--- src/rtl/core/epf_pkg.sv ---
// Shared types, line codes and helpers for the escaped packet framer.
`timescale 1ns / 1ps
`default_nettype none

package epf_pkg;

	localparam logic [7:0] START_BYTE = 8'h2B; // '+'
	localparam logic [7:0] END_BYTE   = 8'h2D; // '-'
	localparam logic [7:0] ESC_BYTE   = 8'h23; // '#'
	localparam logic [7:0] STAR_BYTE  = 8'h2A; // '*'
	localparam logic [7:0] CHECK_BASE = 8'hFF;

	// Command queue between classifier and emitter.
	localparam int QDEPTH = 4;
	localparam int QAW    = $clog2(QDEPTH);

	// Emission steps, one bit each, in line order.
	localparam int NSTEP      = 6;
	localparam int STEP_START = 0;
	localparam int STEP_ESC_D = 1;
	localparam int STEP_DATA  = 2;
	localparam int STEP_ESC_C = 3;
	localparam int STEP_CHECK = 4;
	localparam int STEP_END   = 5;

	typedef struct packed {
		logic [7:0] data_byte;
		logic       is_first;
		logic       is_last;
	} in_word_t;

	typedef struct packed {
		logic [7:0] line_byte;
		logic       run_end;
	} out_word_t;

	// Classified item: what the emitter has to put on the line.
	typedef struct packed {
		logic [7:0] data_byte;
		logic [7:0] check_byte;
		logic       has_start;
		logic       esc_data;
		logic       has_tail;
		logic       esc_check;
	} cmd_t;

	function automatic logic needs_escape(input logic [7:0] b);
		needs_escape = (b == STAR_BYTE) || (b == START_BYTE) ||
			(b == END_BYTE) || (b == ESC_BYTE);
	endfunction

endpackage

`default_nettype wire

--- src/rtl/core/escaped_packet_framer.sv ---
// Top level of the escaped packet framer: classifier, command queue, emitter.
// A word is written into the queue, then leaves through the output register.
// Throughput: one input word per cycle into a 4-entry queue while not full;
// the emitter puts one line byte per cycle unless out_stall holds, and a word
// makes 1 to 6 line bytes. Reset: arst_n clears checksum, queue and out_valid.
`timescale 1ns / 1ps
`default_nettype none

module escaped_packet_framer (
	input  wire logic               clk,
	input  wire logic               arst_n,
	input  wire logic               in_valid,
	output logic                    in_stall,
	input  wire epf_pkg::in_word_t  in_word,
	output logic                    out_valid,
	input  wire logic               out_stall,
	output epf_pkg::out_word_t      out_word
);
	import epf_pkg::*;

	cmd_t push_cmd;
	cmd_t head_cmd;
	logic q_push;
	logic q_pop;
	logic q_full;
	logic q_empty;

	// Front: take words while the queue has room, fold the checksum and
	// mark which escapes, start and tail bytes each word needs.
	epf_front u_front (
		.clk      (clk),
		.arst_n   (arst_n),
		.in_valid (in_valid),
		.in_stall (in_stall),
		.in_word  (in_word),
		.q_full   (q_full),
		.q_push   (q_push),
		.q_cmd    (push_cmd)
	);

	// Queue: hold classified words so the line side can stall on its own.
	epf_queue u_queue (
		.clk      (clk),
		.arst_n   (arst_n),
		.push     (q_push),
		.push_cmd (push_cmd),
		.pop      (q_pop),
		.head_cmd (head_cmd),
		.full     (q_full),
		.empty    (q_empty)
	);

	// Back: advance through the head word's line bytes, one per free
	// output slot, and drop the word after its last byte.
	epf_back u_back (
		.clk       (clk),
		.arst_n    (arst_n),
		.head_cmd  (head_cmd),
		.q_empty   (q_empty),
		.q_pop     (q_pop),
		.out_valid (out_valid),
		.out_stall (out_stall),
		.out_word  (out_word)
	);

endmodule

`default_nettype wire

--- src/rtl/core/epf_front.sv ---
// Front end: accepts input words, folds the checksum and classifies escapes.
`timescale 1ns / 1ps
`default_nettype none

module epf_front (
	input  wire logic             clk,
	input  wire logic             arst_n,
	input  wire logic             in_valid,
	output logic                  in_stall,
	input  wire epf_pkg::in_word_t in_word,
	input  wire logic             q_full,
	output logic                  q_push,
	output epf_pkg::cmd_t         q_cmd
);
	import epf_pkg::*;

	logic [7:0] running_xor_q;
	logic [7:0] xor_base;
	logic [7:0] xor_next;
	logic [7:0] check;

	assign in_stall = q_full;
	assign q_push   = in_valid && !q_full;

	// A first flag restarts the sum from this byte.
	assign xor_base = in_word.is_first ? 8'h00 : running_xor_q;
	assign xor_next = xor_base ^ in_word.data_byte;
	assign check    = CHECK_BASE - xor_next;

	always_comb begin
		q_cmd.data_byte  = in_word.data_byte;
		q_cmd.check_byte = check;
		q_cmd.has_start  = in_word.is_first;
		q_cmd.esc_data   = needs_escape(in_word.data_byte);
		q_cmd.has_tail   = in_word.is_last;
		q_cmd.esc_check  = in_word.is_last && needs_escape(check);
	end

	always_ff @(posedge clk or negedge arst_n) begin
		if (!arst_n) begin
			running_xor_q <= 8'h00;
		end else if (q_push) begin
			running_xor_q <= in_word.is_last ? 8'h00 : xor_next;
		end
	end

endmodule

`default_nettype wire

--- src/rtl/core/epf_queue.sv ---
// Small command queue that decouples the classifier from the emitter.
`timescale 1ns / 1ps
`default_nettype none

module epf_queue (
	input  wire logic          clk,
	input  wire logic          arst_n,
	input  wire logic          push,
	input  wire epf_pkg::cmd_t push_cmd,
	input  wire logic          pop,
	output epf_pkg::cmd_t      head_cmd,
	output logic               full,
	output logic               empty
);
	import epf_pkg::*;

	cmd_t           mem_q [QDEPTH];
	logic [QAW-1:0] wr_ptr_q;
	logic [QAW-1:0] rd_ptr_q;
	logic [QAW:0]   count_q;

	assign full     = (count_q == (QAW+1)'(QDEPTH));
	assign empty    = (count_q == '0);
	assign head_cmd = mem_q[rd_ptr_q];

	always_ff @(posedge clk) begin
		if (push) begin
			mem_q[wr_ptr_q] <= push_cmd;
		end
	end

	always_ff @(posedge clk or negedge arst_n) begin
		if (!arst_n) begin
			wr_ptr_q <= '0;
			rd_ptr_q <= '0;
			count_q  <= '0;
		end else begin
			if (push) begin
				wr_ptr_q <= wr_ptr_q + 1'b1;
			end
			if (pop) begin
				rd_ptr_q <= rd_ptr_q + 1'b1;
			end
			case ({push, pop})
				2'b10:   count_q <= count_q + 1'b1;
				2'b01:   count_q <= count_q - 1'b1;
				default: count_q <= count_q;
			endcase
		end
	end

endmodule

`default_nettype wire

--- src/rtl/core/epf_back.sv ---
// Back end: walks one command through its line bytes into the output register.
`timescale 1ns / 1ps
`default_nettype none

module epf_back (
	input  wire logic          clk,
	input  wire logic          arst_n,
	input  wire epf_pkg::cmd_t head_cmd,
	input  wire logic          q_empty,
	output logic               q_pop,
	output logic               out_valid,
	input  wire logic          out_stall,
	output epf_pkg::out_word_t out_word
);
	import epf_pkg::*;

	logic [NSTEP-1:0] done_q;
	logic [NSTEP-1:0] needed;
	logic [NSTEP-1:0] pending;
	logic [NSTEP-1:0] cur;
	logic             is_final;
	logic             load;
	logic [7:0]       line_byte;
	logic             out_valid_q;
	out_word_t        out_word_q;

	always_comb begin
		needed             = '0;
		needed[STEP_START] = head_cmd.has_start;
		needed[STEP_ESC_D] = head_cmd.esc_data;
		needed[STEP_DATA]  = 1'b1;
		needed[STEP_ESC_C] = head_cmd.esc_check;
		needed[STEP_CHECK] = head_cmd.has_tail;
		needed[STEP_END]   = head_cmd.has_tail;
	end

	// Lowest pending step goes out next; it is the last one if nothing else remains.
	assign pending  = needed & ~done_q;
	assign cur      = pending & (~pending + 1'b1);
	assign is_final = (pending == cur);

	always_comb begin
		line_byte = head_cmd.data_byte;
		case (1'b1)
			cur[STEP_START]: line_byte = START_BYTE;
			cur[STEP_ESC_D]: line_byte = ESC_BYTE;
			cur[STEP_DATA]:  line_byte = head_cmd.data_byte;
			cur[STEP_ESC_C]: line_byte = ESC_BYTE;
			cur[STEP_CHECK]: line_byte = head_cmd.check_byte;
			cur[STEP_END]:   line_byte = END_BYTE;
			default:         line_byte = head_cmd.data_byte;
		endcase
	end

	assign load      = !out_valid_q || !out_stall;
	assign q_pop     = load && !q_empty && is_final;
	assign out_valid = out_valid_q;
	assign out_word  = out_word_q;

	always_ff @(posedge clk) begin
		if (load && !q_empty) begin
			out_word_q.line_byte <= line_byte;
			out_word_q.run_end   <= is_final;
		end
	end

	always_ff @(posedge clk or negedge arst_n) begin
		if (!arst_n) begin
			out_valid_q <= 1'b0;
			done_q      <= '0;
		end else if (load) begin
			out_valid_q <= !q_empty;
			if (!q_empty) begin
				done_q <= is_final ? '0 : (done_q | cur);
			end
		end
	end

endmodule

`default_nettype wire
--- config.mk ---
export PLATFORM = sky130hd
export DESIGN_NAME = escaped_packet_framer
export DESIGN_NICKNAME = d
export VERILOG_FILES = /design/src/rtl/core/epf_pkg.sv /design/src/rtl/core/escaped_packet_framer.sv /design/src/rtl/core/epf_front.sv /design/src/rtl/core/epf_queue.sv /design/src/rtl/core/epf_back.sv
export SDC_FILE = /design/constraint.sdc
export NUM_CORES = 1
export LEC_CHECK = 0
export BUFFER_PORTS_ARGS = -buffer_cell sky130_fd_sc_hd__buf_2
export CORE_MARGIN = 1
export CORE_UTILIZATION = 65
export CTS_CLUSTER_DIAMETER = 100
export DETAILED_ROUTE_END_ITERATION = 10
export HOLD_SLACK_MARGIN = 0.06
export PLACE_DENSITY = 0.84
export SLEW_MARGIN = 5
export SYNTH_ARGS = -nofsm -noshare
export SYNTH_HDL_FRONTEND = slang
export SYNTH_SLANG_ARGS = --single-unit
--- constraint.sdc ---
create_clock -name clk -period 4.7 [get_ports clk]
set_clock_uncertainty 0.15 [all_clocks]
set_input_delay 0.47 -clock clk [delete_from_list [all_inputs] [get_ports clk]]
set_output_delay 0.47 -clock clk [all_outputs]
set_load 0.02 [all_outputs]
# After elaboration in Yosys (flattened, before gate mapping)
# Memory sizes are Yosys's and may differ from the RTL's.
# Index checks and enable logic that the tools add are counted.
totals:
  ramBits: 80
  inputBits: 14
  n_memories: 1
  out_inout_bits: 11
  reg_bits: 31
mem_list:
  columns: ["name", "depth", "width", "read_ports", "rd_ports_with_merged_regs", "write_ports", "line", "text"]
  rows:
  - ["u_queue.mem_q", 4, 20, 1, 0, 1, "epf_queue.sv:17", "cmd_t mem_q [QDEPTH];"]
classes:
  n_eq_ne: 12
  reduce_logical: 19
  muxes: 11
  bitwise_logic: 7
  add_sub_neg: 6
ops:
  columns: ["operator", "count"]
  rows:
  - ["equality test 8 x 6 -> 1 bit (second input constant)", 8]
  - ["two-way mux 8 bit", 6]
  - ["bitwise AND 6 bit", 2]
  - ["NOT 6 bit", 2]
  - ["subtractor 8 bit (first input constant)", 1]
  - ["XOR 8 bit", 1]
  - ["logical OR 1 bit", 7]
  - ["adder 6 x 1 -> 6 bit (second input constant)", 1]
  - ["equality test 6 bit", 1]
  - ["two-way mux 6 bit", 1]
  - ["OR 6 bit", 1]
  - ["case mux 3 bit (2 select lines)", 1]
  - ["adder 2 x 1 -> 2 bit (second input constant)", 2]
  - ["logical AND 1 bit", 4]
  - ["zero test 1 bit", 4]
  - ["two-way mux 4 bit", 1]
  - ["adder 3 x 1 -> 3 bit (second input constant)", 1]
  - ["equality test 3 bit (second input constant)", 1]
  - ["zero test 3 bit", 1]
  - ["subtractor 3 x 1 -> 3 bit (second input constant)", 1]
  - ["equality test 2 x 1 -> 1 bit (second input constant)", 1]
  - ["equality test 2 bit (second input constant)", 1]
  - ["two-way mux 1 bit", 2]
  - ["AND reduction 2 bit", 1]
  - ["other kinds (3)", 3]

# Depth between registers and ports, before layout
# Gate-level depths: netlist (run 1).
logic_depth:
  word_depth: 10
  depth_mapped: 12

# By module
# A second synthesis (run 1) with hierarchy kept.
unflattened:
  hier_cells: 285
  area_unflattened_um2: 4770.8
modules_own_cells:
  columns: ["mod", "area_each_um2", "seq_area_each_um2", "cells_each", "instances"]
  rows:
  - ["epf_queue", 3286.9, 2577.5, 141, 1]
  - ["epf_back", 878.3, 445.4, 75, 1]
  - ["epf_front", 605.6, 200.2, 69, 1]

# Least setup slack after synthesis (run 1)
# No wires, ideal clock.
synth_path:
  kind: "input port to flip-flop"
  from: "input out_stall"
  to: "register u_queue.count_q[2]"
  t_required_ns: 4.471
  arrival_ns: 2.731
  setup_slack_ns: 1.740
  path_buffers: 0
  path_stages: 9
  setup_ns: 0.079
  path_cell_list: "a21oi_1 > o2111ai_1 > o21ai_4 > ha_1 > inv_1 > fa_1 > xor2_1 > nor2_1 > xor2_1"
synth_via:
  elab_chain_cells: 6
synth_lines:
  columns: ["element", "line", "text"]
  rows:
  - ["start: declaration", "escaped_packet_framer.sv:16", "input wire logic out_stall,"]
  - ["zero test 1 bit (*)", "epf_back.sv:55", "assign load = !out_valid_q || !out_stall;"]
  - ["logical OR 1 bit (*)", "epf_back.sv:55", null]
  - ["logical AND 1 bit (*) (2 in a row)", "epf_back.sv:56", "assign q_pop = load && !q_empty && is_final;"]
  - ["named net q_pop", "escaped_packet_framer.sv:24", "logic q_pop;"]
  - ["equality test 2 x 1 -> 1 bit or equality test 2 bit (tied branches)", "epf_queue.sv:44", "case ({push, pop})"]
  - ["case mux 3 bit (2 select lines) or nonzero test 2 bit (tied branches)", null, null]
  - ["end signal: assignment", "epf_queue.sv:45", "2'b10: count_q <= count_q + 1'b1;"]
  - ["end signal: assignment", "epf_queue.sv:46", "2'b01: count_q <= count_q - 1'b1;"]
  - ["end signal: assignment", "epf_queue.sv:47", "default: count_q <= count_q;"]
  - ["end: declaration", "epf_queue.sv:20", "logic [QAW:0] count_q;"]
# The timed path passes the listed nets; every way through them passes the cells marked *.
# A chain may end at the register's enable or synchronous reset.

# Final worst setup path (run 1)
layout_path:
  from: "register u_queue.rd_ptr_q[0]"
  to: "register u_queue.count_q[2]"
layout_via:
  elab_chain_cells: 9
layout_lines:
  columns: ["element", "line", "text"]
  rows:
  - ["start: declaration", "epf_queue.sv:19", "logic [QAW-1:0] rd_ptr_q;"]
  - ["start signal: assignment", "epf_queue.sv:42", "rd_ptr_q <= rd_ptr_q + 1'b1;"]
  - ["memory (4 x 20 bit) (*)", null, null]
  - ["bitwise AND 6 bit (*)", "epf_back.sv:38", "assign pending = needed & ~done_q;"]
  - ["NOT 6 bit", "epf_back.sv:39", "assign cur = pending & (~pending + 1'b1);"]
  - ["adder 6 x 1 -> 6 bit", "epf_back.sv:39", null]
  - ["bitwise AND 6 bit", "epf_back.sv:39", null]
  - ["equality test 6 bit (*)", "epf_back.sv:40", "assign is_final = (pending == cur);"]
  - ["logical AND 1 bit (*)", "epf_back.sv:56", null]
  - ["named net q_pop", "escaped_packet_framer.sv:24", null]
  - ["equality test 2 x 1 -> 1 bit or equality test 2 bit (tied branches)", "epf_queue.sv:44", null]
  - ["case mux 3 bit (2 select lines) or nonzero test 2 bit (tied branches)", null, null]
# Marks and branches as above.

==> metrics, run 1 <==
status finished, final reports clean; htree depth 3; Setup TNS 0 ns; setup violators final 0; Antenna Nets Post-Route 0; via/cell ratio a little over 6; Inserted Clock Buffers 9; router iterations before antenna repair 5; area grow syn2layout 8.77%; Power, Total ~3.4 mW; DIE WIDTH slightly below 90 um; Startpoint Class register; Placer Congestion 1.00; Leakage approximately 1.8 nW; Ports 25; Max-Slew Margin vs Limit around 28%; port bufs 24; Multi-input gate area between 1000 and 1500 um^2; Total GRT Usage between 20% and 30%; Syn Inst Count a little under 300; pwr dens around 660 nW/um^2; Congestion Overflow GR 0; share of post-route cells with drive strength above 1 between 20 and 25%; via count ~2,600; chip height 87.5 um; Synth Cell Area roughly 4800 um^2; largest net degree at the start of global routing 23; Crit Path Class register to register; Post-Route WL slightly below 9 mm; Post-synth EDFFs 89; Clock Path Buffers 2; Slew Viols, Final 0; initial antenna violation count 0; most frequent cell after synthesis edfxtp_1; full die area 7660 um^2; Worst-Skew Late Latency about 0.37 ns; Wirelength per Cell 20.6 um; Synth area leaders edfxtp_1 56%, dfrtp_1 12%, mux4_2 9.0%, xnor2_1 1.8%, nand2_1 1.5%; Nets 342; register area between 3000 and 4000 um^2; CTS clock-pin slew for the worst setup and hold paths ~0.090 ns; Core Rows 30; Data arrival, critical path between 3 and 4 ns; Fmax achieved about 0.29 GHz; measured slew at the worst slew-check pin 1.08 ns; hold_ws approximately 0.19 ns; Top FF cell, synth edfxtp_1; final instance area around 5200 um^2; vias in the first global route between 2,000 and 3,000; area leader, netlist edfxtp_1; CP Capture Type register; Hold Violations, Final 0; Post-CTS Resized 0; Sink Count around 110; Synth Area per Inst ~16 um^2; CP required between 4 and 5 ns; Yosys reg bits 111; starting density of the core between 60% and 70%; n_diodes 0; worst-path maximum fanout 15; Root Buffer clkbuf_8; Async SR Flop Fraction about a fifth; fillers 410; Netlist cell types 52; Hold Crit Class input pin to register; core area around 6900 um^2; DP Area roughly 5000 um^2; CTS tree built; VDD IR-drop max roughly 0.36 mV; DRC 0; global-route wire length before repair around 14 mm; syn nets ~310; Synth top area share 56.2%; minimum clock period 3.46 ns; Synth Warn # 0; register area share after synthesis slightly below 70%; Maximum Capacitance Violations 0; fin crit share around three quarters; Initial DRC Count about 180; Final HPWL DP between 5 and 6 mm; RSZ-0062 raised after global routing no; Commonest cells post-synth 89 x edfxtp_1, 22 x dfrtp_1, 19 x mux4_2, 19 x nand2_1, 13 x a21oi_1
-- area by class of cell --
class,count,area share [%]
Clock inverter,5,1.23
Tap cell,96,2.32
Sequential cell,111,62.4
Multi-Input combinational cell,160,27.5
Inverter,12,0.871
Timing Repair Buffer,28,2.95
Clock buffer,11,2.74
-- final timing paths --
path                                                       from                                    to  slack [ns]  cells after the start
hold reg to reg            u_front.running_xor_q[2]$_DFFE_PN0P_  u_front.running_xor_q[2]$_DFFE_PN0P_        0.34                      2
hold / removal                                        out_stall          u_back.out_valid$_DFFE_PN0N_        0.19                      3
setup / recovery                u_queue.rd_ptr_q[0]$_DFFE_PN0P_        u_queue.count_q[2]$_DFFE_PN0P_        1.24                     10
min in group asynchronous                                arst_n       u_queue.wr_ptr_q[1]$_DFFE_PN0P_        0.47                      2
setup reg to reg                u_queue.rd_ptr_q[0]$_DFFE_PN0P_        u_queue.count_q[2]$_DFFE_PN0P_        1.24                     10
max in group asynchronous                                arst_n        u_queue.count_q[0]$_DFFE_PN0P_        3.56                      2
-- critical path, stage by stage, from the launching register on --
cell and delay [ns]:
dfrtp_1 0.83, mux4_2 0.65, a22oi_2 0.29, nand2_2 0.13, o21ai_4 0.25, ha_1 0.23, inv_1 0.06, fa_1 0.37
xor2_1 0.15, nor2_1 0.10, xor2_1 0.15
-- state kept, by name (all words and copies together) (netlist names) --
| signal | cells |
|---|---|
| u_back.done_q | 6 |
| u_back.out_valid | 1 |
| u_queue.rd_ptr_q | 2 |
| u_back.out_word | 9 |
| u_front.running_xor_q | 8 |
| u_queue.mem_q | 80 |
| u_queue.wr_ptr_q | 2 |
| u_queue.count_q | 3 |
-- power breakdown --
part / total [mW] / internal (mW) / switching (mW)
Sequential: 1.54 / 1.39 / 0.149
Clock: 0.578 / 0.267 / 0.311
Combinational: 1.31 / 0.528 / 0.786
-- through the flow --
| stage | cells | utilization (%) | setup WS, ns |
|---|---|---|---|
| detailed placement | 406 | 71.3 | 1.22 |
| CTS | 423 | 74.4 | 1.21 |
| floorplan | 292 | - | 1.74 |
| global route | 423 | 74.4 | 1.02 |
| global placement | 406 | 71.3 | 1.38 |
| finish | 423 | 74.4 | 1.24 |
-- timing repair --
item,4_1_cts,5_1_grt
buffers inserted,0,0
hold endpoints to repair,22,0
hold buffers,1,0
-- layout by cell type (no fill, tap or decap), drive strengths merged, types with 8 or more instances in the layout --
master | synthesis | final
edfxtp | 89 | 89
a21oi | 13 | 13
clkbuf | 4 | 11
mux4 | 19 | 19
nor2b | 9 | 9
o31ai | 9 | 9
buf | 5 | 27
dfrtp | 22 | 22
o21ai | 8 | 8
nand2 | 20 | 20
inv | 12 | 14
xnor2 | 10 | 10
nor2 | 12 | 12
-- cells by family after synthesis --
kind of cell,share of synthesized area (%)
and+or+nand+nor,6.19
xor gates and xnor gates,2.58
adders and majority gates,1.74
AOI/OAI and AO/OA,8.95
buffers and inverters,2.24
muxes,10.5
DFF,67.8
-- layer usage --
metal / up-vias / track usage (%) / part of all wire (%)
met4: 0 / 9.84 / 1.5
met3: 10 / 7.39 / 7.7
met2: 105 / 39.6 / 49
li1: 1200 / - / -
met5: - / 0 / 0
met1: 1323 / 36.1 / 41
(Power assumes the default switching activity.)
==> inputs of run 2 (changes only) <==
ABC_AREA = 1   (was default)
CORE_UTILIZATION = 55   (was 65)
PLACE_DENSITY = 0.76   (was 0.84)
clock period = 3.1 ns   (was 4.7 ns; I/O delays follow)
==> metrics, run 2 <==
sequential power share 40.6% (-4.3 points); Synth Warn # 0 (unchanged); n_diodes 0 (unchanged); DRC 0 (unchanged); Core Rows 33 (+10%); global-route wire length before repair 15.2 mm (+10%); Top Family by Delay on Critical Path simple AND/OR/NAND/NOR gates; Inserted Clock Buffers 9 (unchanged); minimum clock period 2.85 ns (-0.603 ns); Post-synth EDFFs 89 (unchanged); DP Worst Slack 0.119 ns (-1.10 ns); commonest non-fill, non-tap cell in the layout nand2_1; CTS tree built; syn nets 443 (+42%); Hold Violations, Final 0 (unchanged); Largest register FFs 80 (unchanged); htree depth 3 (unchanged); worst-path maximum fanout 11 (-4); Yosys reg bits 111 (unchanged); Final Non-Filler Cells 578 (+37%); Leakage 2.22 nW (+21%); status finished, final reports clean; Slew Viols, Final 0 (unchanged); worst r2r path cells 18 (+8); via/cell ratio 5.51 (-12%); Top cell by count, worst path nand2_2; router iterations before antenna repair 5 (unchanged); WP depth 18 (+8); Ports 25 (unchanged); sw frac 41.9% (+5.6 points); Worst-Skew Late Latency 0.37 ns (about the same); largest net degree at the start of global routing 23 (unchanged); Synth Cell Area 4860 um^2 (+2.2%); Hold Crit Class input pin to register; Synth area leaders edfxtp_1 55%, dfrtp_1 11%, nand2_1 8.1%, o21ai_0 3.2%, inv_1 2.5%; r2r endpoint u_queue.count_q[2]$_DFFE_PN0P_; port bufs 24 (unchanged); fin crit share 92.1% (+19 points); measured slew at the worst slew-check pin 0.548 ns (-0.534 ns); starting density of the core 58.0% (-10 points); share of post-route cells with drive strength above 1 17.5% (-4.8 points); RR Startpoint u_queue.rd_ptr_q[0]$_DFFE_PN0P_; Placer Congestion 0.865 (-14%); full die area 9210 um^2 (+20%); Data arrival, critical path 2.96 ns (-0.64 ns); most frequent cells in the layout 105 x nand2_1, 89 x edfxtp_1, 33 x inv_1; DP Area 5120 um^2 (+3.4%); Power, Total 5.61 mW (+63%); RSZ-0062 raised after global routing no; Post-Route WL 9.92 mm (+14%); Clock Path Buffers 2 (unchanged); Clock power frac 14.4% (-2.4 points); VDD IR-drop max 0.473 mV (+31%); Syn Inst Count 423 (+45%); combinational power share 45.0% (+6.8 points); CP bufs+invs 4 (+3); chip height 96.0 um (+9.7%); CP Capture Type register; register bank with the most flops u_queue.mem_q; Antenna Nets Post-Route 0 (unchanged); Synth top area share 55.0% (-1.2 points); Sink Count 111 (unchanged); placed cells 550 (+35%); via count 3,183 (+21%); Wirelength per Cell 17.2 um (-16%); vias in the first global route 3,045 (+18%); core area 8380 um^2 (+21%); Initial DRC Count 354 (+100%); setup slack on the worst flop-to-flop path 0.25 ns (-1.00 ns); area leader, netlist edfxtp_1; DIE WIDTH 96.0 um (+9.7%); Hold Crit Depth 1 (-2); Netlist cell types 38 (-27%); Root Buffer clkbuf_8; most frequent cell after synthesis nand2_1; fillers 629 (+53%); Startpoint Class register; register area share after synthesis 66.3% (-1.5 points); Max-Slew Margin vs Limit 63.5% (+36 points); pwr dens 1030 nW/um^2 (+55%); Fmax achieved 0.350 GHz (+21%); CP required 3.20 ns (-1.64 ns); Final HPWL DP 6.69 mm (+12%); Setup TNS 0 ns (unchanged); hold_sp in_word[2]; CP cell instances buf_12 > inv_8 > nand2_1 > nand3_2 > nand2_2 > nand2_4 > nand2_4 > nor2_8 > nand2_2 > nand2_2 > nand3_4 > inv_2 > ha_1 > inv_1 > fa_1 > a21oi_1 > o21ai_0 > xor2_1; Slowest cell on crit path dfrtp_2; final worst slack 0.246 ns (-0.997 ns); CTS clock-pin slew for the worst setup and hold paths 0.11 ns (+0.02 ns); Async SR Flop Fraction 19.8% (unchanged); Top FF cell, synth edfxtp_1; Total GRT Usage 23.0% (-2.9 points); Synth Area per Inst 11.5 um^2 (-29%); sw power 2.35 mW (+88%); worst stage delay on the critical path 0.47 ns (-0.36 ns); hold path endpoint u_queue.mem_q[3][12]$_DFFE_PP_; final instance area 5440 um^2 (+5.2%); Congestion Overflow GR 0 (unchanged); area grow syn2layout 11.9%; Commonest cells post-synth 105 x nand2_1, 89 x edfxtp_1, 33 x inv_1, 31 x o21ai_0, 27 x nor2_1; Maximum Capacitance Violations 0 (unchanged); Nets 488 (+43%); initial antenna violation count 0 (unchanged); Crit Path Class register to register; setup violators final 0 (unchanged); internal power 3.26 mW (+49%)
## run 2: cell count changes in the layout (fill, tap and decap cells not counted), sizes merged, moves of 9 or more
cell / change
nor2b: -9
nand3: +17
inv: +28
nand2: +92
o21ai: +26
mux4: -19
xnor2: -9
nor2: +19
buf: +15
## run 2: cell type report
type	instances	area, um^2	area share [%]
Timing Repair Buffer	48	330	6.07
Timing Repair inverter	1	6.26	0.115
Inverter	39	154	2.83
Clock inverter	7	65.1	1.20
Clock buffer	9	124	2.28
Multi-Input combinational cell	258	1400	25.8
Tap cell	105	131	2.42
Sequential cell	111	3220	59.3
## run 2: per-stage QoR
| step | hold slack, ns | util [%] |
|---|---|---|
| 2_1_floorplan | -0.136 | - |
| 3_3_place_gp | 0.172 | 61.1 |
| 3_5_place_dp | 0.176 | 61.1 |
| 4_1_cts | 0.0604 | 64.0 |
| 5_1_grt | 0.0643 | 64.9 |
| 6_report | 0.0658 | 64.9 |
## run 2: logic make-up (layout without fill, tap and decap cells)
kind of cell             count (synthesis)  after routing  share of synthesized area (%)
AND/OR/NAND/NOR                        171            171                           16.5
adder cells (fa/ha/maj)                  6              6                           1.70
flip-flops                             111            111                           66.3
XOR/XNOR                                12             12                           2.16
AO/OA/AOI/OAI                           69             69                           8.45
buffers and inverters                   54            104                           4.87
## run 2: worst register-to-register path, cell delays in order, from the launching register on
cell and delay (ns):
dfrtp_2 0.47, buf_12 0.14, inv_8 0.08, nand2_1 0.08, nand3_2 0.07, nand2_2 0.07
nand2_4 0.08, nand2_4 0.07, nor2_8 0.16, nand2_2 0.08, nand2_2 0.12, nand3_4 0.12
inv_2 0.07, ha_1 0.13, inv_1 0.07, fa_1 0.38, a21oi_1 0.15, o21ai_0 0.11
xor2_1 0.15
## run 2: how the worst max path moves through the flow
stage	start	slack, ns	endpoint
2_1_floorplan	u_queue.count_q[0]$_DFFE_PN0P_	0.39	u_queue.count_q[2]$_DFFE_PN0P_
3_3_place_gp	u_queue.rd_ptr_q[0]$_DFFE_PN0P_	0.24	u_queue.count_q[2]$_DFFE_PN0P_
3_5_place_dp	u_queue.rd_ptr_q[0]$_DFFE_PN0P_	0.12	u_queue.count_q[2]$_DFFE_PN0P_
4_1_cts	u_queue.rd_ptr_q[0]$_DFFE_PN0P_	0.12	u_queue.count_q[2]$_DFFE_PN0P_
5_1_grt	u_queue.rd_ptr_q[0]$_DFFE_PN0P_	0.01	u_queue.count_q[2]$_DFFE_PN0P_
6_report	u_queue.rd_ptr_q[0]$_DFFE_PN0P_	0.25	u_queue.count_q[2]$_DFFE_PN0P_
## run 2: power by group through the flow
stage               Sequential, mW  Combinational [mW]  Clock (mW)
floorplan                     2.35                1.68           0
global placement              2.29                2.27           0
detailed placement            2.31                2.35           0
CTS                           2.28                2.37       0.820
global route                  2.31                2.78       0.867
finish                        2.28                2.53       0.809
## run 2: timing repair
action	in CTS	in global routing
resized for setup	0	3
endpoints found under the hold margin	38	0
endpoints found under the setup margin	0	2
buffers inserted	0	6
hold buffers	5	0
## run 2: layer usage
layer | vias up | share of wire, % | track usage (%)
met2 | 105 | 49 | 38.3
met5 | - | 0 | 0
met3 | 12 | 5.7 | 4.82
met4 | 0 | 1.0 | 6.59
li1 | 1532 | - | -
met1 | 1534 | 44 | 30.6
